**src/rtl/pfsb_pkg.sv**
```systemverilog
// Shared types, codes and default sizes for the page frame buffer sprite blitter.
// No dependencies; used by every module of the block by scoped names.
package pfsb_pkg;

    // Default frame geometry
    localparam int PAGE_COUNT   = 8;
    localparam int COLUMN_COUNT = 128;

    // Depth of the op queue between front and back (power of two)
    localparam int QUEUE_DEPTH  = 4;

    // Actions carried by an item
    localparam logic [1:0] ACT_BLIT   = 2'd0;
    localparam logic [1:0] ACT_SPRITE = 2'd1;
    localparam logic [1:0] ACT_OR     = 2'd2;
    localparam logic [1:0] ACT_READ   = 2'd3;

    // Memory op kinds
    localparam logic OP_OR   = 1'b0;
    localparam logic OP_READ = 1'b1;

    // One frame memory op; page and column are wide enough for up to 16 pages and 256 columns
    typedef struct packed {
        logic       kind;
        logic [3:0] page;
        logic [7:0] column;
        logic [7:0] data;
        logic       clear;
        logic       hit;
    } t_op;

    // Queue status seen by front and back
    typedef struct packed {
        logic full;
        logic empty;
    } t_queue_stat;

endpackage

```
**src/rtl/pfsb_queue.sv**
```systemverilog
// Short FIFO of memory ops between the front end and the back end.
// Depends on pfsb_pkg.
module pfsb_queue #(
    parameter int DEPTH = pfsb_pkg::QUEUE_DEPTH
) (
    input  logic                  i_clk,
    input  logic                  i_rst_n,
    input  logic                  i_push,
    input  pfsb_pkg::t_op         i_op,
    input  logic                  i_pop,
    output pfsb_pkg::t_op         o_head,
    output pfsb_pkg::t_queue_stat o_stat
);

    localparam int PW = (DEPTH > 1) ? $clog2(DEPTH) : 1;

    pfsb_pkg::t_op r_slot [DEPTH];
    logic [PW-1:0] r_wr_ptr, r_rd_ptr;
    logic [PW:0]   r_count;

    assign o_head       = r_slot[r_rd_ptr];
    assign o_stat.full  = (r_count == (PW+1)'(DEPTH));
    assign o_stat.empty = (r_count == '0);

    // Pointers and fill count
    always_ff @(posedge i_clk) begin
        if (!i_rst_n) begin
            r_wr_ptr <= '0;
            r_rd_ptr <= '0;
            r_count  <= '0;
        end else begin
            if (i_push) begin
                r_wr_ptr <= (r_wr_ptr == PW'(DEPTH - 1)) ? '0 : r_wr_ptr + 1'b1;
            end
            if (i_pop) begin
                r_rd_ptr <= (r_rd_ptr == PW'(DEPTH - 1)) ? '0 : r_rd_ptr + 1'b1;
            end
            case ({i_push, i_pop})
                2'b10:   r_count <= r_count + 1'b1;
                2'b01:   r_count <= r_count - 1'b1;
                default: r_count <= r_count;
            endcase
        end
    end

    // Storage
    always_ff @(posedge i_clk) begin
        if (i_push) begin
            r_slot[r_wr_ptr] <= i_op;
        end
    end

endmodule

```
**config.mk**
```make
export PLATFORM = sky130hd
export DESIGN_NAME = pfsb_queue
export DESIGN_NICKNAME = d
export VERILOG_FILES = /design/src/rtl/pfsb_pkg.sv /design/src/rtl/pfsb_queue.sv
export SDC_FILE = /design/constraint.sdc
export NUM_CORES = 1
export LEC_CHECK = 0
export BUFFER_PORTS_ARGS = -buffer_cell sky130_fd_sc_hd__buf_2
export CAP_MARGIN = 25
export CORE_ASPECT_RATIO = 0.9
export CORE_MARGIN = 2
export CORE_UTILIZATION = 42
export DETAILED_ROUTE_END_ITERATION = 10
export GPL_TIMING_DRIVEN = 0
export PLACE_DENSITY = 0.63
export SYNTH_ARGS = -nofsm -noshare
export SYNTH_HDL_FRONTEND = slang
export SYNTH_SLANG_ARGS = --single-unit
```
**constraint.sdc**
```tcl
create_clock -name i_clk -period 5.3 [get_ports i_clk]
set_clock_uncertainty 0.2 [all_clocks]
set_input_delay 0.53 -clock i_clk [delete_from_list [all_inputs] [get_ports i_clk]]
set_output_delay 0.53 -clock i_clk [all_outputs]
set_load 0.01 [all_outputs]
```
# Word-level counts from Yosys, hierarchy flattened
# Memories as Yosys holds them, arrays and structs flattened. A register that Yosys moved wholly into a read port is not among the register bits.
# Cells that the tools add are included.
[classes]
add_sub_neg = 4
eq_ne = 5
mux = 7
n_reduce_logical = 2
[ops]
columns = ["cell", "n"]
rows = [
  ["$mux 2", 4],
  ["$eq 2x2->1 const B", 3],
  ["$pmux 3 s2", 1],
  ["$add 2x1->2 const B", 2],
  ["$add 3x1->3 const B", 1],
  ["$eq 3x3->1 const B", 1],
  ["$logic_not 3->1", 1],
  ["$sub 3x1->3 const B", 1],
  ["$eq 2x1->1 const B", 1],
  ["$mux 1", 2],
  ["$reduce_bool 2->1", 1],
]
[word_totals]
register_bits = 7
mem_bits_rw = 92
in_bits = 27
out_inout_bits = 25
elab_cells = 22
mem_count = 1
[memory_table]
columns = ["name", "depth", "width", "rd", "rd_ports_with_merged_regs", "write_ports", "line_no", "rtl"]
rows = [
  ["r_slot", 4, 23, 1, 1, 1, "pfsb_queue.sv:17", "pfsb_pkg::t_op r_slot [DEPTH];"],
]

# Logic depth before layout (Yosys ltp)
[logic_depth]
ltp_word = 4
ltp_mapped = 7
depth_no_buf = 7

# Worst setup path after synthesis
# No wires, ideal clock.
[synth_path]
path_type = "input -> register"
start = "input i_push"
end = "register r_count[2]"
setup_ns = 0.076
arrival_time_ns = 1.740
t_required_ns = 5.024
setup_slack_ns = 3.285
path_stages = 7
n_path_buf = 0
path_cell_list = "inv_1 > ha_1 > inv_1 > fa_1 > xor2_1 > or3_1 > a21boi_0"
[synth_via]
elab_chain_len = 2
elab_cells_between_ends = 4
cone_classes = "2 x eq/ne; 1 x mux; 1 x reduce/logical"
[synth_lines]
columns = ["item", "line_no", "rtl"]
rows = [
  ["start: declaration", "pfsb_queue.sv:8", "input logic i_push,"],
  ["$eq 2x1->1 or $eq 2x2->1 (tied branches)", "pfsb_queue.sv:38", "case ({i_push, i_pop})"],
  ["$pmux 3 s2 or $reduce_bool 2->1 (tied branches)", "--", ""],
  ["end signal: assignment", "pfsb_queue.sv:39", "2'b10: r_count <= r_count + 1'b1;"],
  ["end signal: assignment", "pfsb_queue.sv:40", "2'b01: r_count <= r_count - 1'b1;"],
  ["end signal: assignment", "pfsb_queue.sv:41", "default: r_count <= r_count;"],
  ["end: declaration", "pfsb_queue.sv:19", "logic [PW:0] r_count;"],
]
# Several ways; a longest one is shown, not always the timed one.
# A chain may end at the register's enable or synchronous reset.

==> summary.md <==
| Metric | Value |
|---|---|
| Largest cells by area after synthesis | edfxtp_1, mux4_2, dfxtp_1 |
| Synth Area in XOR/XNOR | less than 1% |
| Worst EP arrival | about 1.7 ns |
| Setup TNS | 0 ns |
| Synth Area in Adders | 2.49% |
| Syn avg cell area | 22.9 µm² |
| Worst R2R Setup Slack | about 3.3 ns |
| Critical path cell sequence | buf_6 > buf_12 > mux4_2 > buf_2 |
| CP endpoint kind | output port |
| Area growth, synth to finish | 17.5% |
| Final Max Tran Viols | 0 |
| Clk_lat worst skew | approximately 0.36 ns |
| Most used DFF post-synth | edfxtp_1 |
| Commonest cells in the netlist | edfxtp_1, mux4_2, dfxtp_1 |
| Cell taking the most area after synthesis | edfxtp_1 |
| Crit path time final | ~2.4 ns |
| Most common cell in the netlist | edfxtp_1 |
| Layout cell share with drive strength beyond 1 | approximately two fifths |
| Post-synth net total | 201 |
| Global route overflow | 0 |
| RSZ-0062 raised after global routing | no |
| Delay-heaviest family, CP | multiplexers |
| H-tree levels | 3 |
| Antenna violations before repair | 0 |
| Crit path kind | flip-flop to output port |
| First-pass GRT wire length | about 10000 µm |
| Post-CTS resize count | 0 |
| Clock Pin Slew Worst Setup and Hold Paths | 0.10 ns |
| Leakage | 0.00154 µW |
| Warnings, synthesis | 0 |
| Final Util | around 52% |
| Worst r2r src | r_wr_ptr[0]$_SDFFE_PN0P_ |
| CTS buffer count | 9 |
| Chip Height | between 90 and 100 µm |
| CTS sink cnt | between 100 and 150 |
| Worst Tran Pin Value | between 0.7 and 0.8 ns |
| Vias in the first global route | 1849 |
| Core area | roughly 0.0087 mm² |
| Placer Congestion | 0.665 |
| Vias | roughly 1700 |
| Port bufs | 51 |
| Die Wd | about 100 µm |
| Io pins | between 50 and 60 |
| Hold path depth | 1 |
| Hold Startpoint | i_op[3] |
| Largest net degree at the start of global routing | 18 |
| HP Class | primary input to flip-flop |
| Buffers & Inverters on Critical Path | 3 |
| Detailed Route WL | between 6000 and 7000 µm |
| Die ar. | 0.00987 mm² |
| Total iterations of the first detailed-routing run | 3 |
| Worst setup SP type | flip-flop |
| Ant. Diodes | 0 |
| R2R Path End | r_slot[2][19]$_DFFE_PP_ |
| Slowest CP cell | mux4_2 |
| Worst-case reg-to-reg path depth | 4 |
| Critical Path RT | between 4 and 5 ns |
| Final setup viols | 0 |
| Clk root buf | clkbuf_8 |
| Post-DP Area | 0.00429 mm² |
| Worst-path fanout max | 10 |
| Post-synthesis simple-gate area fraction | around 2.6% |
| CTS tree | yes |
| Mapped cell area | 0.00382 mm² |
| Pwr Density | between 300 and 400 mW/mm² |
| Achievable Freq | roughly 420 MHz |
| Vias/cell | 4.89 |
| Status | complete, no violations |
| # rows | 32 |
| Final instance area | between 0.004 and 0.005 mm² |
| Starting Density | a little over two fifths |
| Sequential fraction of the synthesis area | between 70 and 80% |
| All-layer global routing usage | roughly 14% |
| Fin nets | approximately 270 |
| FFs w/ async S/R, synth | 0% |
| MaxCap Viol Count | 0 |
| Share of the synthesized area in the top cell type | between 70% and 80% |
| Crit path largest cell delay | approximately 0.52 ns |
| Hold slack | 0.183 ns |
| Endpoints failing hold | 0 |
| DR WL/cell | between 15 and 20 µm |
| Number of synthesized register bits | roughly 100 |
| Cts hold-fix bufs | 0 |
| Cells after synthesis | between 150 and 200 |
| DRT antenna net count | 0 |
| IR drop worst, VDD | 124 µV |
| Library cells used by synthesis | 24 |
| Clk buf depth | 2 |
| Detail Placement HPWL | ~4000 µm |
| # DRC | 0 |
| Post-synthesis mux area share | about 14% |
| Largest family of logic cells by synthesized area | multiplexers |
| EDFF count, synth | around 90 |
| Period utilization | a little under half |
| Post-CTS Setup Inserts | 0 |
| Hold Crit Endpoint | r_slot[0][3]$_DFFE_PP_ |
| Worst slew margin | ~47% |
| Starting DRT DRC Count | 52 |
| Compound-Gate Fraction of Synth Area | less than 1% |
## cell families (layout without fill, tap and decap cells)
family / after synthesis / after routing
mux: 25 / 25
xor+xnor: 2 / 2
buf+inv: 11 / 82
fa+ha+maj: 7 / 7
flops: 101 / 101
simple gates: 16 / 16
compound gates: 5 / 5
## worst reg2reg max path, stage by stage, from the launching register on
cell and delay, ns:
dfxtp_1 0.36, inv_1 0.09, ha_1 0.14, and2_1 0.64
buf_8 0.24
## sequential cells by signal (all words and copies together), names as in the netlist, named ones only
| signal | count |
|---|---|
| r_wr_ptr | 2 |
| r_rd_ptr | 2 |
| r_slot | 92 |
| r_count | 3 |
## where the power goes
part	internal (µW)	switching [µW]	total [µW]
clock	219	252	472
combinational	78.7	80.1	159
sequential	904	11.4	916
total	1200	344	1550
## per-layer routing
layer,vias up,global-route usage [%],wire length (µm)
met5,-,0,0
met4,0,5.41,90
met3,9,4.90,269
met2,39,21.8,3000
met1,890,18.2,2860
li1,808,-,-
## stage by stage
stage / std cells / worst slack [ns] / power, µW
2_1_floorplan: 167 / 3.28 / 1030
3_3_place_gp: 337 / 3.01 / 1090
3_5_place_dp: 341 / 3.03 / 1100
4_1_cts: 357 / 2.86 / 1570
5_1_grt: 357 / 2.82 / 1610
6_report: 357 / 2.91 / 1550
## final cells by class
type / instances / area, µm²
fill: 725 / 4200
sequential: 101 / 2940
multi-input combinational: 55 / 791
timing repair buffer: 55 / 328
tap: 119 / 149
clock buffer: 11 / 131
clock inverter: 5 / 61.3
buffer: 5 / 61.3
inverter: 6 / 22.5
## worst max-delay path by stage
stage              start                 endpoint  slack (ns)  cells past startpoint
2_1_floorplan     i_push  r_count[2]$_SDFFE_PN0P_        3.28                      7
3_3_place_gp      i_push  r_slot[1][14]$_DFFE_PP_        3.01                      2
3_5_place_dp      i_push  r_count[2]$_SDFFE_PN0P_        3.03                      8
4_1_cts        flip-flop               o_head[10]        2.86                      4
5_1_grt        flip-flop               o_head[17]        2.82                      3
6_report       flip-flop                o_head[2]        2.91                      4
## cells in the final DEF, fill, tap and decap left out, types with 3 or more instances in the layout
master / count
and2_1: 6
buf_2: 53
buf_8: 3
clkbuf_8: 9
clkinvlp_4: 3
dfxtp_1: 9
edfxtp_1: 92
ha_1: 6
inv_1: 6
mux4_1: 3
mux4_2: 20
nor2b_1: 4
Power figures use the tool's default switching activity.
