`src/rtl/pfsb_pkg.sv`:
```
// Shared types, codes and default sizes for the page frame buffer sprite blitter.
// No dependencies; used by every module of the block by scoped names.
package pfsb_pkg;

    // Default frame geometry
    localparam int PAGE_COUNT   = 8;
    localparam int COLUMN_COUNT = 128;

    // Depth of the op queue between front and back (power of two)
    localparam int QUEUE_DEPTH  = 4;

    // Actions carried by an item
    localparam logic [1:0] ACT_BLIT   = 2'd0;
    localparam logic [1:0] ACT_SPRITE = 2'd1;
    localparam logic [1:0] ACT_OR     = 2'd2;
    localparam logic [1:0] ACT_READ   = 2'd3;

    // Memory op kinds
    localparam logic OP_OR   = 1'b0;
    localparam logic OP_READ = 1'b1;

    // One frame memory op; page and column are wide enough for up to 16 pages and 256 columns
    typedef struct packed {
        logic       kind;
        logic [3:0] page;
        logic [7:0] column;
        logic [7:0] data;
        logic       clear;
        logic       hit;
    } t_op;

    // Queue status seen by front and back
    typedef struct packed {
        logic full;
        logic empty;
    } t_queue_stat;

endpackage

```
`src/rtl/pfsb_front.sv`:
```
// Front end: accepts items, keeps blit state, clips and turns items into memory ops.
// Depends on pfsb_pkg.
module pfsb_front #(
    parameter int PAGE_COUNT   = pfsb_pkg::PAGE_COUNT,
    parameter int COLUMN_COUNT = pfsb_pkg::COLUMN_COUNT
) (
    input  logic                 i_clk,
    input  logic                 i_rst_n,
    input  logic                 i_start,
    input  logic [1:0]           i_action,
    input  logic [5:0]           i_start_line,
    input  logic signed [7:0]    i_start_column,
    input  logic [7:0]           i_sprite_columns,
    input  logic [3:0]           i_sprite_pages,
    input  logic                 i_draw_order,
    input  logic [7:0]           i_data,
    input  logic [2:0]           i_page,
    input  logic [6:0]           i_column,
    input  logic                 i_clear_after,
    input  pfsb_pkg::t_queue_stat i_qstat,
    input  logic                 i_clearing,
    output logic                 o_busy,
    output logic                 o_push,
    output pfsb_pkg::t_op        o_op
);

    localparam logic [4:0] PG_LIM = 5'(PAGE_COUNT);
    localparam logic [9:0] CL_LIM = 10'(COLUMN_COUNT);

    // Blit state
    logic [2:0]    r_start_page;
    logic [2:0]    r_shift;
    logic [7:0]    r_left;
    logic [7:0]    r_width;
    logic [3:0]    r_height;
    logic          r_order;
    logic [7:0]    r_col_cnt, n_col_cnt;
    logic [3:0]    r_page_cnt, n_page_cnt;

    // Second half of a split sprite byte
    logic          r_pend_vld, n_pend_vld;
    pfsb_pkg::t_op r_pend_op, n_pend_op;

    logic          accept;
    logic          active;
    logic [9:0]    sp_col;
    logic [4:0]    sp_pg, sp_pg1;
    logic          col_ok;
    logic [15:0]   shifted;
    logic [4:0]    pc_inc;
    logic [8:0]    cc_inc;
    pfsb_pkg::t_op op0, op1;
    logic          op0_vld, op1_vld;

    assign o_busy = i_clearing | r_pend_vld | i_qstat.full;
    assign accept = i_start & ~o_busy;

    // Sprite byte placement and clipping
    always_comb begin
        active  = (r_width != 8'd0) && (r_height != 4'd0) &&
                  (r_order ? (r_page_cnt < r_height) : (r_col_cnt < r_width));
        sp_col  = {{2{r_left[7]}}, r_left} + {2'b00, r_col_cnt};
        sp_pg   = {2'b00, r_start_page} + {1'b0, r_page_cnt};
        sp_pg1  = sp_pg + 5'd1;
        col_ok  = ~sp_col[9] && (sp_col < CL_LIM);
        shifted = {8'h00, i_data} << r_shift;
        pc_inc  = {1'b0, r_page_cnt} + 5'd1;
        cc_inc  = {1'b0, r_col_cnt} + 9'd1;
    end

    // Op build for the accepted item
    always_comb begin
        op0        = '0;
        op1        = '0;
        op0_vld    = 1'b0;
        op1_vld    = 1'b0;
        n_col_cnt  = r_col_cnt;
        n_page_cnt = r_page_cnt;
        case (i_action)
            pfsb_pkg::ACT_SPRITE: begin
                op0.kind   = pfsb_pkg::OP_OR;
                op0.page   = sp_pg[3:0];
                op0.column = sp_col[7:0];
                op0.data   = shifted[7:0];
                op0.hit    = 1'b1;
                op1        = op0;
                op1.page   = sp_pg1[3:0];
                op1.data   = shifted[15:8];
                op0_vld    = active && col_ok && (sp_pg < PG_LIM);
                op1_vld    = active && col_ok && (sp_pg1 < PG_LIM) && (r_shift != 3'd0);
                if (active) begin
                    if (!r_order) begin
                        if (pc_inc >= {1'b0, r_height}) begin
                            n_page_cnt = 4'd0;
                            n_col_cnt  = cc_inc[7:0];
                        end else begin
                            n_page_cnt = pc_inc[3:0];
                        end
                    end else begin
                        if (cc_inc >= {1'b0, r_width}) begin
                            n_col_cnt  = 8'd0;
                            n_page_cnt = pc_inc[3:0];
                        end else begin
                            n_col_cnt  = cc_inc[7:0];
                        end
                    end
                end
            end
            pfsb_pkg::ACT_OR: begin
                op0.kind   = pfsb_pkg::OP_OR;
                op0.page   = {1'b0, i_page};
                op0.column = {1'b0, i_column};
                op0.data   = i_data;
                op0.hit    = 1'b1;
                op0_vld    = ({2'b00, i_page} < PG_LIM) && ({3'b000, i_column} < CL_LIM);
            end
            pfsb_pkg::ACT_READ: begin
                op0.kind   = pfsb_pkg::OP_READ;
                op0.page   = {1'b0, i_page};
                op0.column = {1'b0, i_column};
                op0.clear  = i_clear_after;
                op0.hit    = ({2'b00, i_page} < PG_LIM) && ({3'b000, i_column} < CL_LIM);
                op0_vld    = 1'b1;
            end
            default: begin
                // blit start: handled in the state update
            end
        endcase
    end

    // Queue push: accepted op first, held second half on a later cycle
    always_comb begin
        n_pend_vld = r_pend_vld;
        n_pend_op  = r_pend_op;
        o_push     = 1'b0;
        o_op       = r_pend_op;
        if (accept) begin
            o_push = op0_vld;
            o_op   = op0;
            if (op1_vld) begin
                n_pend_vld = 1'b1;
                n_pend_op  = op1;
            end
        end else if (r_pend_vld && !i_qstat.full) begin
            o_push     = 1'b1;
            n_pend_vld = 1'b0;
        end
    end

    always_ff @(posedge i_clk) begin
        if (!i_rst_n) begin
            r_start_page <= '0;
            r_shift      <= '0;
            r_left       <= '0;
            r_width      <= '0;
            r_height     <= '0;
            r_order      <= 1'b0;
            r_col_cnt    <= '0;
            r_page_cnt   <= '0;
            r_pend_vld   <= 1'b0;
        end else begin
            r_pend_vld <= n_pend_vld;
            if (accept && i_action == pfsb_pkg::ACT_BLIT) begin
                r_start_page <= i_start_line[5:3];
                r_shift      <= i_start_line[2:0];
                r_left       <= i_start_column;
                r_width      <= i_sprite_columns;
                r_height     <= i_sprite_pages;
                r_order      <= i_draw_order;
                r_col_cnt    <= '0;
                r_page_cnt   <= '0;
            end else if (accept) begin
                r_col_cnt  <= n_col_cnt;
                r_page_cnt <= n_page_cnt;
            end
        end
    end

    // Payload only
    always_ff @(posedge i_clk) begin
        r_pend_op <= n_pend_op;
    end

endmodule

```
`config.mk`:
```
export PLATFORM = sky130hd
export DESIGN_NAME = pfsb_front
export DESIGN_NICKNAME = d
export VERILOG_FILES = /design/src/rtl/pfsb_pkg.sv /design/src/rtl/pfsb_front.sv
export SDC_FILE = /design/constraint.sdc
export NUM_CORES = 1
export LEC_CHECK = 0
export ABC_AREA = 1
export BUFFER_PORTS_ARGS = -buffer_cell sky130_fd_sc_hd__buf_4
export CAP_MARGIN = 20
export CORE_ASPECT_RATIO = 2
export CORE_UTILIZATION = 37
export DETAILED_ROUTE_END_ITERATION = 8
export HOLD_SLACK_MARGIN = 0.12
export SYNTH_ARGS = -nofsm -noshare
export SYNTH_HDL_FRONTEND = slang
export SYNTH_SLANG_ARGS = --single-unit
```
`constraint.sdc`:
```
create_clock -name i_clk -period 3.1 [get_ports i_clk]
set_clock_uncertainty 0.15 [all_clocks]
set_input_delay 0.155 -clock i_clk [delete_from_list [all_inputs] [get_ports i_clk]]
set_output_delay 0.155 -clock i_clk [all_outputs]
set_load 0.03 [all_outputs]
```
* Yosys cells after proc, flatten, opt, wreduce, memory -nomap -nowiden
Cells that the tools add are included.
** Word-level totals
- Word-level logic and storage cells :: 82
- Input bits :: 54
- Output and inout bits :: 25
- Register bits after elaboration :: 63
** Operators by class
- Equality and inequality tests :: 5
- Reductions and logical operators :: 23
- Shifts and indexed selects :: 1
- Bitwise logic cells :: 6
- Multiplexer cells :: 20
- $lt $le $gt $ge :: 7
- $add $sub $neg :: 5
** Operators with widths (number)
- 13-bit case mux with 3 select lines :: 1
- 8-bit 2-to-1 mux :: 3
- 23-bit 2-to-1 mux :: 1
- 8-bit case mux with 2 select lines :: 1
- 8-bit by 3-bit left shift with 16-bit output :: 1
- 4-bit 2-to-1 mux :: 3
- 8-bit by 9-bit adder with 10-bit output :: 1
- 10-bit by 8-bit less-than comparator with 1-bit output (second input constant) :: 1
- 5-bit by 4-bit less-than comparator with 1-bit output (second input constant) :: 2
- 1-bit 2-to-1 mux :: 10
- 8-bit by 1-bit adder with 9-bit output (second input constant) :: 1
- 9-bit by 8-bit >= comparator with 1-bit output :: 1
- 1-bit logical AND :: 9
- 8-bit less-than comparator :: 1
- 4-bit AND reduction :: 2
- 8-bit nonzero test :: 1
- 3-bit by 4-bit adder with 5-bit output :: 1
- 4-bit by 1-bit adder with 5-bit output (second input constant) :: 1
- 5-bit by 1-bit adder with 5-bit output (second input constant) :: 1
- 5-bit by 4-bit >= comparator with 1-bit output :: 1
- 2-bit equality test (second input constant) :: 2
- 4-bit less-than comparator :: 1
- 2-bit by 1-bit inequality test with 1-bit output (second input constant) :: 2
- 2-bit AND reduction :: 2
- 12 further kinds :: 17

* Logic depth before layout (Yosys ltp)
Gate-level depths: netlist of run 1.
- Depth after elaboration :: 9
- Gate-level depth with buffers :: 18
- Mapped depth without buffers :: 18

* Worst setup path after synthesis of run 1
Ideal clock, no wire load.
- Path type :: reg-to-reg
- From :: reg r_page_cnt[0]
- To :: reg r_pend_op[0] (netlist name) (enable)
- Stages on the path, launching flop included :: 14
- Library setup time :: 375 ps
- Clock period less this slack :: 2594 ps
- Arrival time :: 2069 ps
- Path slack :: 506 ps
- Path through :: dfxtp_1 > ha_1 > fa_1 > nand2_1 > inv_1 > nor2_1 > inv_1 > nor2_1 > inv_1 > nand2_1 > nand3_1 > nor2_1 > nand3_1 > inv_1
** Between the ends
- Longest elaborated chain between the ends :: 8
- Elaborated cells on any way between the ends :: 11
** Ends and longest elaborated chain
- start, declared :: RTL line pfsb_front.sv:38 : logic [3:0] r_page_cnt, n_page_cnt;
- start signal, assigned :: RTL line pfsb_front.sv:174 : r_page_cnt <= n_page_cnt;
- parallel branches: the longest is 4 deep, another holds 3-bit by 4-bit adder with 5-bit output
- 1-bit logical AND (*) (2 in a row) :: RTL line pfsb_front.sv:90 : op1_vld = active && col_ok && (sp_pg1 < PG_LIM) && (r_shift != 3'd0);
- 1-bit 2-to-1 mux (*) :: RTL line pfsb_front.sv:79 : case (i_action)
- 2-bit AND reduction (no source line) (*)
- end signal, assigned :: RTL line pfsb_front.sv:181 : r_pend_op <= n_pend_op;
- end, declared :: RTL line pfsb_front.sv:42 : pfsb_pkg::t_op r_pend_op, n_pend_op;
Every way passes the cells marked *.
A chain may end at the register's enable or synchronous reset.

==> Flow_metrics.wiki, run 1 <==
{| class="wikitable"
! Metric !! Value
|-
| Count of yosys warnings during synthesis || 0
|-
| Final Hold Slack || 130 ps
|-
| Worst ir drop on vdd || 0.000334 V
|-
| Clock insertion delay at the later pin of the skew report || 330 ps
|-
| Number of max-slew violations in the final report || 0
|-
| Critical Path, Cell by Cell || ha_1 -> fa_1 -> nand3_1 -> nand2_1 -> inv_1 -> o21ai_0 -> or2_2 -> nand3_1 -> nand2_1 -> nand2_1 -> nand2_1 -> buf_4
|-
| # diodes || 0
|-
| TritonCTS clock tree || done
|-
| Most numerous cell types in the synthesized netlist || nand2_1, inv_1, nor2_1
|-
| Leakage power total || 2.76 nW
|-
| Hold buffer count at cts || 42
|-
| CTS Root Cell || clkbuf_16
|-
| Total routed wirelength || 12,200 um
|-
| Number of top-level design ports || 79
|-
| Cell occurring most often along the worst timing path || nand2_1
|-
| Biggest cell delay along the critical path || 430 ps
|-
| Summed negative setup slack over all endpoints || 0 ps
|-
| Area of the core || 11,700 um^2
|-
| Mean cell area of the mapped netlist || between 7 and 8 um^2
|-
| Total number of nets in the final design || 850
|-
| Number of vias in the routed layout || 4,487
|-
| Number of buffers created by CTS || 9
|-
| Cell area after layout || 5840 um^2
|-
| Cell Pwr Density || 344 nW/um^2
|-
| Placement-stage cell area || 5150 um^2
|-
| Async S/R FF share, synth || 0%
|-
| Placed wire-length estimate || 9530 um
|-
| Hold/Removal Path Class || in2reg
|-
| Clock edge transition at the registers on the reported setup and hold paths || around 60 ps
|-
| Post-DRT Antenna Nets || 0
|-
| Arrival time worst endpoint || 2510 ps
|-
| Horiz. Die Dim || 79.3 um
|-
| Chip Height || 157 um
|-
| Required @ worst endpoint || 2790 ps
|-
| Wire length of the first global-routing pass || 19,800 um
|-
| DRC Markers || 0
|-
| Min Tclk post-route || approximately 2800 ps
|-
| Pre-CTS setup slack || 405 ps
|-
| Routed WL per cell || 13.6 um
|-
| Number of buffers inserted by port buffering || 77
|-
| Overall track demand over capacity in global routing || 20.6%
|-
| Run status || finished clean
|-
| Initial cell density of the core || 37.8%
|-
| Total count of hold-check failures in the final report || 0
|-
| Setup repair after global routing missed its margin || false
|-
| Count of state elements after synthesis || 60
|-
| Crit path capture type || output port
|-
| Biggest fanout along the worst timing path || 6
|-
| Area added between synthesis and finish || 32.1%
|-
| Yosys top cell area share || 18.1%
|-
| Setup ws final || 289 ps
|-
| Count of unique library cells instantiated by Yosys || 37
|-
| Final core utilization || 49.9%
|-
| Post-CTS setup buffer count || 0
|-
| Most used DFF post-synth || dfxtp_1
|-
| H-tree depth || 3
|-
| Maximum root-to-sink buffer count || 2
|-
| Headroom to the max-slew limit || 63.2%
|-
| Final RePlAce weighted congestion || 0.879
|-
| Kind of start point of the critical path || register
|-
| Achievable frequency || around 0.36 GHz
|-
| Floorplan die area || 12,400 um^2
|-
| Maximum number of pins on one net before global-route repair || 31
|-
| Path type of the worst setup path || reg2out
|-
| Proportion of synthesized chip area in sequential cells || 31.7%
|-
| Number of instances resized during post-cts repair || 0
|-
| First-pass DRT Iterations || 4
|-
| Crit share post-route || 90.7%
|-
| Total number of clock tree sinks || 60
|-
| Cell with the most instances after synthesis || nand2_1
|-
| Overflow after GRT || 0
|-
| Fraction of final layout cells with drive strength greater than 1 || 16.2%
|-
| Via-per-instance ratio || 4.99
|-
| Max_cap viols || 0
|-
| DRC marker count from the first detailed-route iteration || slightly below 200
|-
| # setup viols final || 0
|-
| Most area-hungry cell type in the Yosys netlist || dfxtp_1
|-
| Top area cells in the synthesized netlist || dfxtp_1, nand2_1, edfxtp_1
|-
| Post-synth design cell area || about 4400 um^2
|-
| Via count of the first global-routing pass || 4,408
|-
| Post-synth EDFFs || 20
|-
| Cell with the largest stage delay on the worst path || fa_1
|-
| Gate count of the mapped netlist || 630
|-
| Mapped Nets || 730
|-
| Worst-margin pin slew || 551 ps
|-
| Row count || 56
|-
| Initial antenna violation count || 0
|}
power breakdown:
group | total (mW) | switching, mW | internal (mW)
registers | 0.820 | 0.00518 | 0.815
clock network | 0.906 | 0.355 | 0.551
logic | 0.284 | 0.150 | 0.135
total | 2.01 | 0.509 | 1.50
cells in the final DEF, fill, tap and decap left out, types with 2 or more instances in the layout:
| master | n |
|---|---|
| a21oi_1 | 51 |
| a22o_1 | 11 |
| a31o_2 | 2 |
| buf_4 | 83 |
| clkbuf_16 | 9 |
| clkinv_1 | 2 |
| clkinv_2 | 3 |
| clkinvlp_4 | 2 |
| dfxtp_1 | 40 |
| dlygate4sd3_1 | 42 |
| edfxtp_1 | 20 |
| fa_1 | 2 |
| ha_1 | 44 |
| inv_1 | 82 |
| inv_2 | 2 |
| mux2i_1 | 2 |
| nand2_1 | 173 |
| nand2_4 | 2 |
| nand3_1 | 39 |
| nand3_2 | 8 |
| nand3_4 | 2 |
| nand4_1 | 2 |
| nor2_1 | 54 |
| nor2_2 | 4 |
| nor3_1 | 2 |
| o21ai_0 | 47 |
| o221ai_1 | 3 |
| o22ai_1 | 6 |
| xor2_1 | 5 |
per-layer routing:
metal | global-route usage, % | share of wire, %
met1 | 20.0 | 37
met3 | 3.50 | 3.4
met5 | 0 | 0
met4 | 9.26 | 2.6
met2 | 40.7 | 57
logic make-up after synthesis:
kind of cell	share of synthesized area, %
flops	31.7
mux	0.453
fa+ha+maj	13.4
compound gates	15.6
simple gates	28.3
xor+xnor	1.19
buf+inv	9.36
critical path, delay by kind of cell, from the launching register on:
kind,cells,cell delay (ps)
AND/OR/NAND/NOR,7,760
adder cells (fa/ha/maj),2,710
flip-flops,1,390
buffers and inverters,2,230
AO/OA/AOI/OAI,1,80
through the flow:
| stage | instances | total power, mW |
|---|---|---|
| 5_1_grt | 899 | 2.09 |
| 3_5_place_dp | 842 | 1.08 |
| 2_1_floorplan | 630 | 0.970 |
| 3_3_place_gp | 842 | 1.07 |
| 6_report | 899 | 2.01 |
| 4_1_cts | 899 | 2.03 |
path summary, 6_finish.rpt:
kind,end,startpoint,slack (ps),cells past startpoint
max,o_op[16],r_col_cnt[0]$_SDFFE_PP0P_,290,12
min,r_pend_op[8]$_SDFFCE_PP0P_,i_data[7],130,5
min reg2reg,r_start_page[0]$_SDFFE_PN0P_,r_start_page[0]$_SDFFE_PN0P_,320,2
max reg2reg,r_pend_op[21]$_SDFFCE_PN0P_,r_page_cnt[0]$_SDFFE_PP0P_,420,11
area by class of cell:
cell class,count,area [um^2]
Fill cell,1156,5860
Multi-Input combinational cell,466,2610
Sequential cell,60,1400
Timing Repair Buffer,125,1040
Inverter,88,339
Clock buffer,10,239
Tap cell,145,181
Clock inverter,5,28.8
state kept, by name, indices dropped and copies added (netlist names):
signal	cells
r_pend_op	20
r_start_page	3
r_left	8
r_pend_vld	1
r_width	8
r_page_cnt	4
r_col_cnt	8
r_height	4
r_order	1
r_shift	3
Power figures use the tool's default switching activity.
==> run 2, diff against run 1 <==
Settings changed: ABC_AREA 1 to not set.
==> Flow_metrics.wiki, run 2 <==
{| class="wikitable"
! Metric !! Value
|-
| Top area cells in the synthesized netlist || dfxtp_1, edfxtp_1, ha_1
|-
| Most area-hungry cell type in the Yosys netlist || dfxtp_1
|-
| Number of top-level design ports || 79
|-
| Required @ worst endpoint || 2790 ps
|-
| Cell Pwr Density || between 300 and 400 nW/um^2
|-
| Number of buffers created by CTS || 9
|-
| Mean cell area of the mapped netlist || 8.46 um^2
|-
| Crit share post-route || 100%
|-
| Post-synth EDFFs || 20
|-
| Min Tclk post-route || 3100 ps
|-
| Most numerous cell types in the synthesized netlist || nand2_1, a21oi_1, ha_1
|-
| Routed WL per cell || ~16 um
|-
| Worst-margin pin slew || roughly 740 ps
|-
| First-pass DRT Iterations || 4
|-
| Fraction of power spent switching nets || around a quarter
|-
| Net Sw Power || 0.475 mW
|-
| Register bank with the most flops || r_pend_op
|-
| Met2 Resource Use GR || roughly 43%
|-
| Total number of nets in the final design || 721
|-
| Row count || 55
|-
| Overall track demand over capacity in global routing || 21.9%
|-
| Area of the core || 11,200 um^2
|-
| Xor/xnor cell area share of the yosys netlist || about 2.7%
|-
| Via count of the first global-routing pass || 4,237
|-
| Area added between synthesis and finish || 36.9%
|-
| Most used DFF post-synth || dfxtp_1
|-
| Cell area after layout || 5800 um^2
|-
| Initial cell density of the core || 37.8%
|-
| Cell with the most instances after synthesis || nand2_1
|-
| Comb power frac || 11.5%
|-
| Relative contribution of the clock network to total power || 48.4%
|-
| Proportion of synthesized chip area in sequential cells || between 30 and 40%
|-
| H-tree depth || 3
|-
| Via-per-instance ratio || 5.46
|-
| Chip Height || 153 um
|-
| Clock edge transition at the registers on the reported setup and hold paths || 50 ps
|-
| Basic-gate share of the synthesized area counting and, or, nand and nor cells || 18.7%
|-
| Busiest metal layer after global routing || met2
|-
| Worst ir drop on vdd || ~0.00027 V
|-
| Count of unique library cells instantiated by Yosys || 65
|-
| Fraction of power consumed by sequential logic || 40.2%
|-
| CTS Root Cell || clkbuf_16
|-
| Number of flip-flops under the largest register name || 20
|-
| Placement-stage cell area || 5070 um^2
|-
| Overflow after GRT || 0
|-
| Async S/R FF share, synth || 0%
|-
| Number of max-slew violations in the final report || 0
|-
| Post-synth design cell area || 4240 um^2
|-
| # diodes || 0
|-
| Post-DRT Antenna Nets || 0
|-
| Number of buffers inserted by port buffering || 77
|-
| Total count of hold-check failures in the final report || 0
|-
| Internal Pwr Total || 1.56 mW
|-
| Floorplan die area || about 12,000 um^2
|-
| Max_cap viols || 0
|-
| Setup repair after global routing missed its margin || true
|-
| Headroom to the max-slew limit || between 50% and 60%
|-
| Yosys top cell area share || 18.9%
|-
| Clock insertion delay at the later pin of the skew report || 330 ps
|-
| Placed wire-length estimate || 9490 um
|-
| Count of state elements after synthesis || 60
|-
| Horiz. Die Dim || 77.7 um
|-
| Run status || finished clean
|-
| Initial antenna violation count || 0
|-
| Hold/Removal Path Class || in2reg
|-
| Maximum number of pins on one net before global-route repair || 30
|-
| Arrival time worst endpoint || 2790 ps
|-
| # setup viols final || 0
|-
| Highest-count cells in the layout ignoring fill and taps || buf_4, nand2_1, a21oi_1
|-
| Most common library cell in the layout ignoring fill and taps || buf_4
|-
| Path type of the worst setup path || reg2out
|-
| Leakage power total || between 2 and 2.5 nW
|-
| Maximum root-to-sink buffer count || 2
|-
| Gate count of the mapped netlist || ~500
|-
| Synthesized-area fraction occupied by ao, oa, aoi and oai cells || 23.6%
|-
| Number of vias in the routed layout || 4,197
|-
| TritonCTS clock tree || done
|-
| Total routed wirelength || 12,500 um
|-
| Count of yosys warnings during synthesis || 0
|-
| Instance count after placement with tap cells included || a little over 700
|-
| Fraction of final layout cells with drive strength greater than 1 || 24.8%
|-
| Biggest fanout along the worst timing path || 3
|-
| Share of cell area taken by muxes after synthesis || 3.19%
|-
| Final RePlAce weighted congestion || 0.888
|-
| GR Layer Usage met1 || 19.8%
|-
| Crit path capture type || output port
|-
| Met3 track demand over resource || 3.76%
|-
| Final Hold Slack || slightly below 200 ps
|-
| Wire length of the first global-routing pass || 20,200 um
|-
| Total Power || 2.04 mW
|-
| Achievable frequency || 0.323 GHz
|-
| Post-route insts no fill || 768
|-
| Adder and majority cell fraction of the synthesized area || 13.9%
|-
| DRC Markers || 0
|-
| Summed negative setup slack over all endpoints || 0 ps
|-
| Combinational family with the most area after synthesis || compound AO/OA/AOI/OAI gates
|-
| Kind of start point of the critical path || register
|-
| Mapped Nets || 601
|-
| Total number of clock tree sinks || 60
|-
| DRC marker count from the first detailed-route iteration || 149
|}
## run 2: changes by cell type after synthesis, sizes merged, moves of 8 or more
cell    previous run  this run
inv               85        30
nand2            176        86
o21ai             47        31
and2               0        13
nand3             49        10
a211oi             0         8
nor2              58        22
## run 2: power groups by stage
| stage | registers [mW] | logic [mW] | clock network, mW |
|---|---|---|---|
| 2_1_floorplan | 0.832 | 0.102 | 0 |
| 3_3_place_gp | 0.835 | 0.201 | 0 |
| 3_5_place_dp | 0.835 | 0.203 | 0 |
| 4_1_cts | 0.819 | 0.233 | 1.00 |
| 5_1_grt | 0.819 | 0.253 | 1.03 |
| 6_report | 0.819 | 0.234 | 0.986 |
## run 2: kinds of logic after synthesis
family / count (synthesis)
AO/OA/AOI/OAI: 147
XOR/XNOR: 13
adder cells (fa/ha/maj): 46
buffers and inverters: 52
flip-flops: 60
multiplexers: 13
AND/OR/NAND/NOR: 170
## run 2: final timing paths
| path | start | end | slack [ps] | cells past startpoint |
|---|---|---|---|---|
| min | i_data[6] | r_pend_op[6]$_SDFFCE_PP0P_ | 190 | 4 |
| max reg2reg | r_col_cnt[0]$_SDFFE_PP0P_ | r_col_cnt[5]$_SDFFE_PP0P_ | 110 | 13 |
| max | r_left[0]$_SDFFE_PN0P_ | o_push | 0.6 | 9 |
| min reg2reg | r_width[2]$_SDFFE_PN0P_ | r_width[2]$_SDFFE_PN0P_ | 320 | 2 |
## run 2: critical path, cell delays in order, from the launching register on
cell      delay (ps)
dfxtp_1          340
ha_4             180
fa_2             370
a211oi_4         310
o21ai_2          120
a211oi_2         180
a22o_1           170
or3b_4           390
o31ai_2          200
buf_4            200
## run 2: metal layers
| layer | up-vias | share of wire (%) |
|---|---|---|
| li1 | 2050 | - |
| met1 | 1974 | 35 |
| met2 | 126 | 55 |
| met3 | 47 | 3.9 |
| met4 | 0 | 6.0 |
| met5 | - | 0 |
## run 2: area by class of cell
class / instances / area [um^2]
Fill cell: 1051 / 5420
Clock buffer: 10 / 239
Tap cell: 142 / 178
Timing Repair Buffer: 131 / 1060
Multi-Input combinational cell: 389 / 2760
Sequential cell: 60 / 1400
Inverter: 30 / 113
Clock inverter: 6 / 53.8
## run 2: repair_timing
action	CTS	global route
endpoints found under the hold margin	29	0
gates cloned	0	0
endpoints found under the setup margin	8	13
hold buffers	30	0
pin swaps	3	8
gates resized for setup	12	20
buffers inserted	1	2
## run 2: stage by stage
stage	setup slack, ps	util [%]
after floorplan	128	-
after global placement	-4.61	45.2
after detailed placement	-42.2	45.2
after CTS	-47.3	50.9
after global routing	-96.2	51.7
final	0.592	51.7
==> run 3, diff against run 2 <==
Settings changed: CELL_PAD_IN_SITES_DETAIL_PLACEMENT set to 1, CELL_PAD_IN_SITES_GLOBAL_PLACEMENT set to 1, CORE_ASPECT_RATIO 2 to 0.7, PLACE_DENSITY_LB_ADDON set to 0.1.
==> Flow_metrics.wiki, run 3 (same netlist as run 2, synthesis figures left out) <==
{| class="wikitable"
! Metric !! Value
|-
| Run status || finished clean
|-
| Cell Pwr Density || 349 nW/um^2
|-
| Number of top-level design ports || between 70 and 80
|-
| Worst path top cell family by delay || compound AO/OA/AOI/OAI gates
|-
| Summed negative setup slack over all endpoints || 0 ps
|-
| Chip Height || 91.6 um
|-
| Critical Path, Cell by Cell || ha_4 -> fa_2 -> a211oi_4 -> o21ai_2 -> a211oi_2 -> a22o_1 -> or3b_4 -> o31ai_4 -> buf_6
|-
| Filler cell count || 1,299
|-
| Worst ir drop on vdd || 0.000250 V
|-
| Placed wire-length estimate || around 11,000 um
|-
| Path type of the worst setup path || reg2out
|-
| DRC marker count from the first detailed-route iteration || 186
|-
| Setup repair after global routing missed its margin || true
|-
| Multi-input gate area in the final layout || 2780 um^2
|-
| H-tree depth || 3
|-
| Achievable frequency || 0.330 GHz
|-
| Sequential cell area || 1410 um^2
|-
| Initial cell density of the core || a little under two fifths
|-
| Headroom to the max-slew limit || 47.2%
|-
| DRC Markers || 0
|-
| Post-DRT Antenna Nets || 0
|-
| Total Power || 2.06 mW
|-
| Max_cap viols || 0
|-
| Required @ worst endpoint || 2790 ps
|-
| Area added between synthesis and finish || 39.1%
|-
| Via-per-instance ratio || between 5 and 6
|-
| Total number of clock tree sinks || 60
|-
| First-pass DRT Iterations || 4
|-
| Via count of the first global-routing pass || roughly 4,500
|-
| Final core utilization || 53.2%
|-
| CTS Root Cell || clkbuf_16
|-
| Wire length of the first global-routing pass || 23,400 um
|-
| Maximum number of pins on one net before global-route repair || 30
|-
| Busiest metal layer after global routing || met2
|-
| Overall track demand over capacity in global routing || 25.9%
|-
| Total routed wirelength || around 14,000 um
|-
| Final RePlAce weighted congestion || 0.842
|-
| Routed WL per cell || 18.4 um
|-
| Most common library cell in the layout ignoring fill and taps || buf_4
|-
| Area of the core || 11,100 um^2
|-
| Register bank with the most flops || r_pend_op
|-
| Number of buffers inserted by port buffering || 77
|-
| Worst-margin pin slew || 782 ps
|-
| Leakage power total || between 2 and 2.5 nW
|-
| GR Layer Usage met1 || 35.6%
|-
| Biggest fanout along the worst timing path || 5
|-
| Highest-count cells in the layout ignoring fill and taps || buf_4, nand2_1, a21oi_1
|-
| Biggest cell delay along the critical path || 400 ps
|-
| Overflow after GRT || 0
|-
| Clock insertion delay at the later pin of the skew report || 340 ps
|-
| # setup viols final || 0
|-
| Number of flip-flops under the largest register name || 20
|-
| Initial antenna violation count || 0
|-
| Min Tclk post-route || 3030 ps
|-
| Kind of start point of the critical path || register
|-
| Number of max-slew violations in the final report || 0
|-
| Buf+Inv Stages, Crit Path || 1
|-
| Horiz. Die Dim || 130 um
|-
| Met3 track demand over resource || 4.42%
|-
| # diodes || 0
|-
| Instance count after placement with tap cells included || 733
|-
| Post-route insts no fill || 782
|-
| Number of vias in the routed layout || 4,179
|-
| Cell with the largest stage delay on the worst path || or3b_4
|-
| Total number of nets in the final design || 724
|-
| TritonCTS clock tree || done
|-
| Row count || 32
|-
| Clock edge transition at the registers on the reported setup and hold paths || 50 ps
|-
| Floorplan die area || 11,900 um^2
|-
| Fraction of final layout cells with drive strength greater than 1 || 26.1%
|-
| Crit share post-route || 97.7%
|-
| Arrival time worst endpoint || about 2700 ps
|-
| Met2 Resource Use GR || 41.9%
|-
| Maximum root-to-sink buffer count || 2
|-
| Hold/Removal Path Class || in2reg
|-
| Crit path capture type || output port
|-
| Total count of hold-check failures in the final report || 0
|-
| Number of buffers created by CTS || 9
|}
==> run 3: cell count changes in the layout (fill, tap and decap cells not counted), sizes merged <==
cell,previous run,this run
clkinv,5,2
bufinv,1,0
buf,101,104
clkbuf,10,13
clkinvlp,0,1
==> run 3: metal layers <==
metal  vias to the layer above  routed length (um)  share of wire [%]
li1                       2055                   -                  -
met1                      2041                7190                 50
met2                        69                6620                 46
met3                        14                 463                3.2
met4                         0                 152                1.1
met5                         -                   0                  0
==> run 3: what timing repair did <==
action | 4_1_cts | 5_1_grt
cloned | 0 | 0
resized for setup | 19 | 24
setup endpoints to repair | 13 | 13
buffers inserted | 1 | 2
pin swaps | 5 | 8
endpoints found under the hold margin | 29 | 0
hold buffers | 30 | 0
==> run 3: cell type report <==
class / instances / share of cell area [%]
clock buffer: 13 / 4.77
clock inverter: 3 / 0.297
inverter: 30 / 1.91
multi-input combinational: 389 / 47.2
sequential: 60 / 23.9
tap: 153 / 3.25
timing repair buffer: 134 / 18.7
==> run 3: power breakdown <==
part | leakage, nW | internal [mW] | total (mW) | switching, mW
logic | 1.81 | 0.119 | 0.240 | 0.121
clock network | 0.147 | 0.631 | 1.00 | 0.373
registers | 0.522 | 0.811 | 0.817 | 0.00660
total | 2.47 | 1.56 | 2.06 | 0.500
==> run 3: path summary, 6_finish.rpt <==
path,slack [ps],from,cells after the start,to
setup / recovery,70,r_col_cnt[0]$_SDFFE_PP0P_,9,o_push
hold / removal,190,i_data[6],4,r_pend_op[6]$_SDFFCE_PP0P_
setup reg to reg,80,r_col_cnt[0]$_SDFFE_PP0P_,12,r_col_cnt[0]$_SDFFE_PP0P_
hold reg to reg,330,r_left[5]$_SDFFE_PN0P_,2,r_left[5]$_SDFFE_PN0P_
==> run 3: tightest hold or removal path: cells and delay by family <==
family	cells	cell delay (ps)
buf+inv	1	100
compound gates	1	130
simple gates	2	180
==> run 3: metrics by stage <==
stage | setup slack (ps) | hold WS (ps) | cell area [um^2]
floorplan | 128 | 141 | 4240
global route | -90.1 | 234 | 5900
finish | 71.7 | 188 | 5900
detailed placement | -147 | 265 | 5120
CTS | 9.24 | 189 | 5790
global placement | 31.2 | 251 | 5120
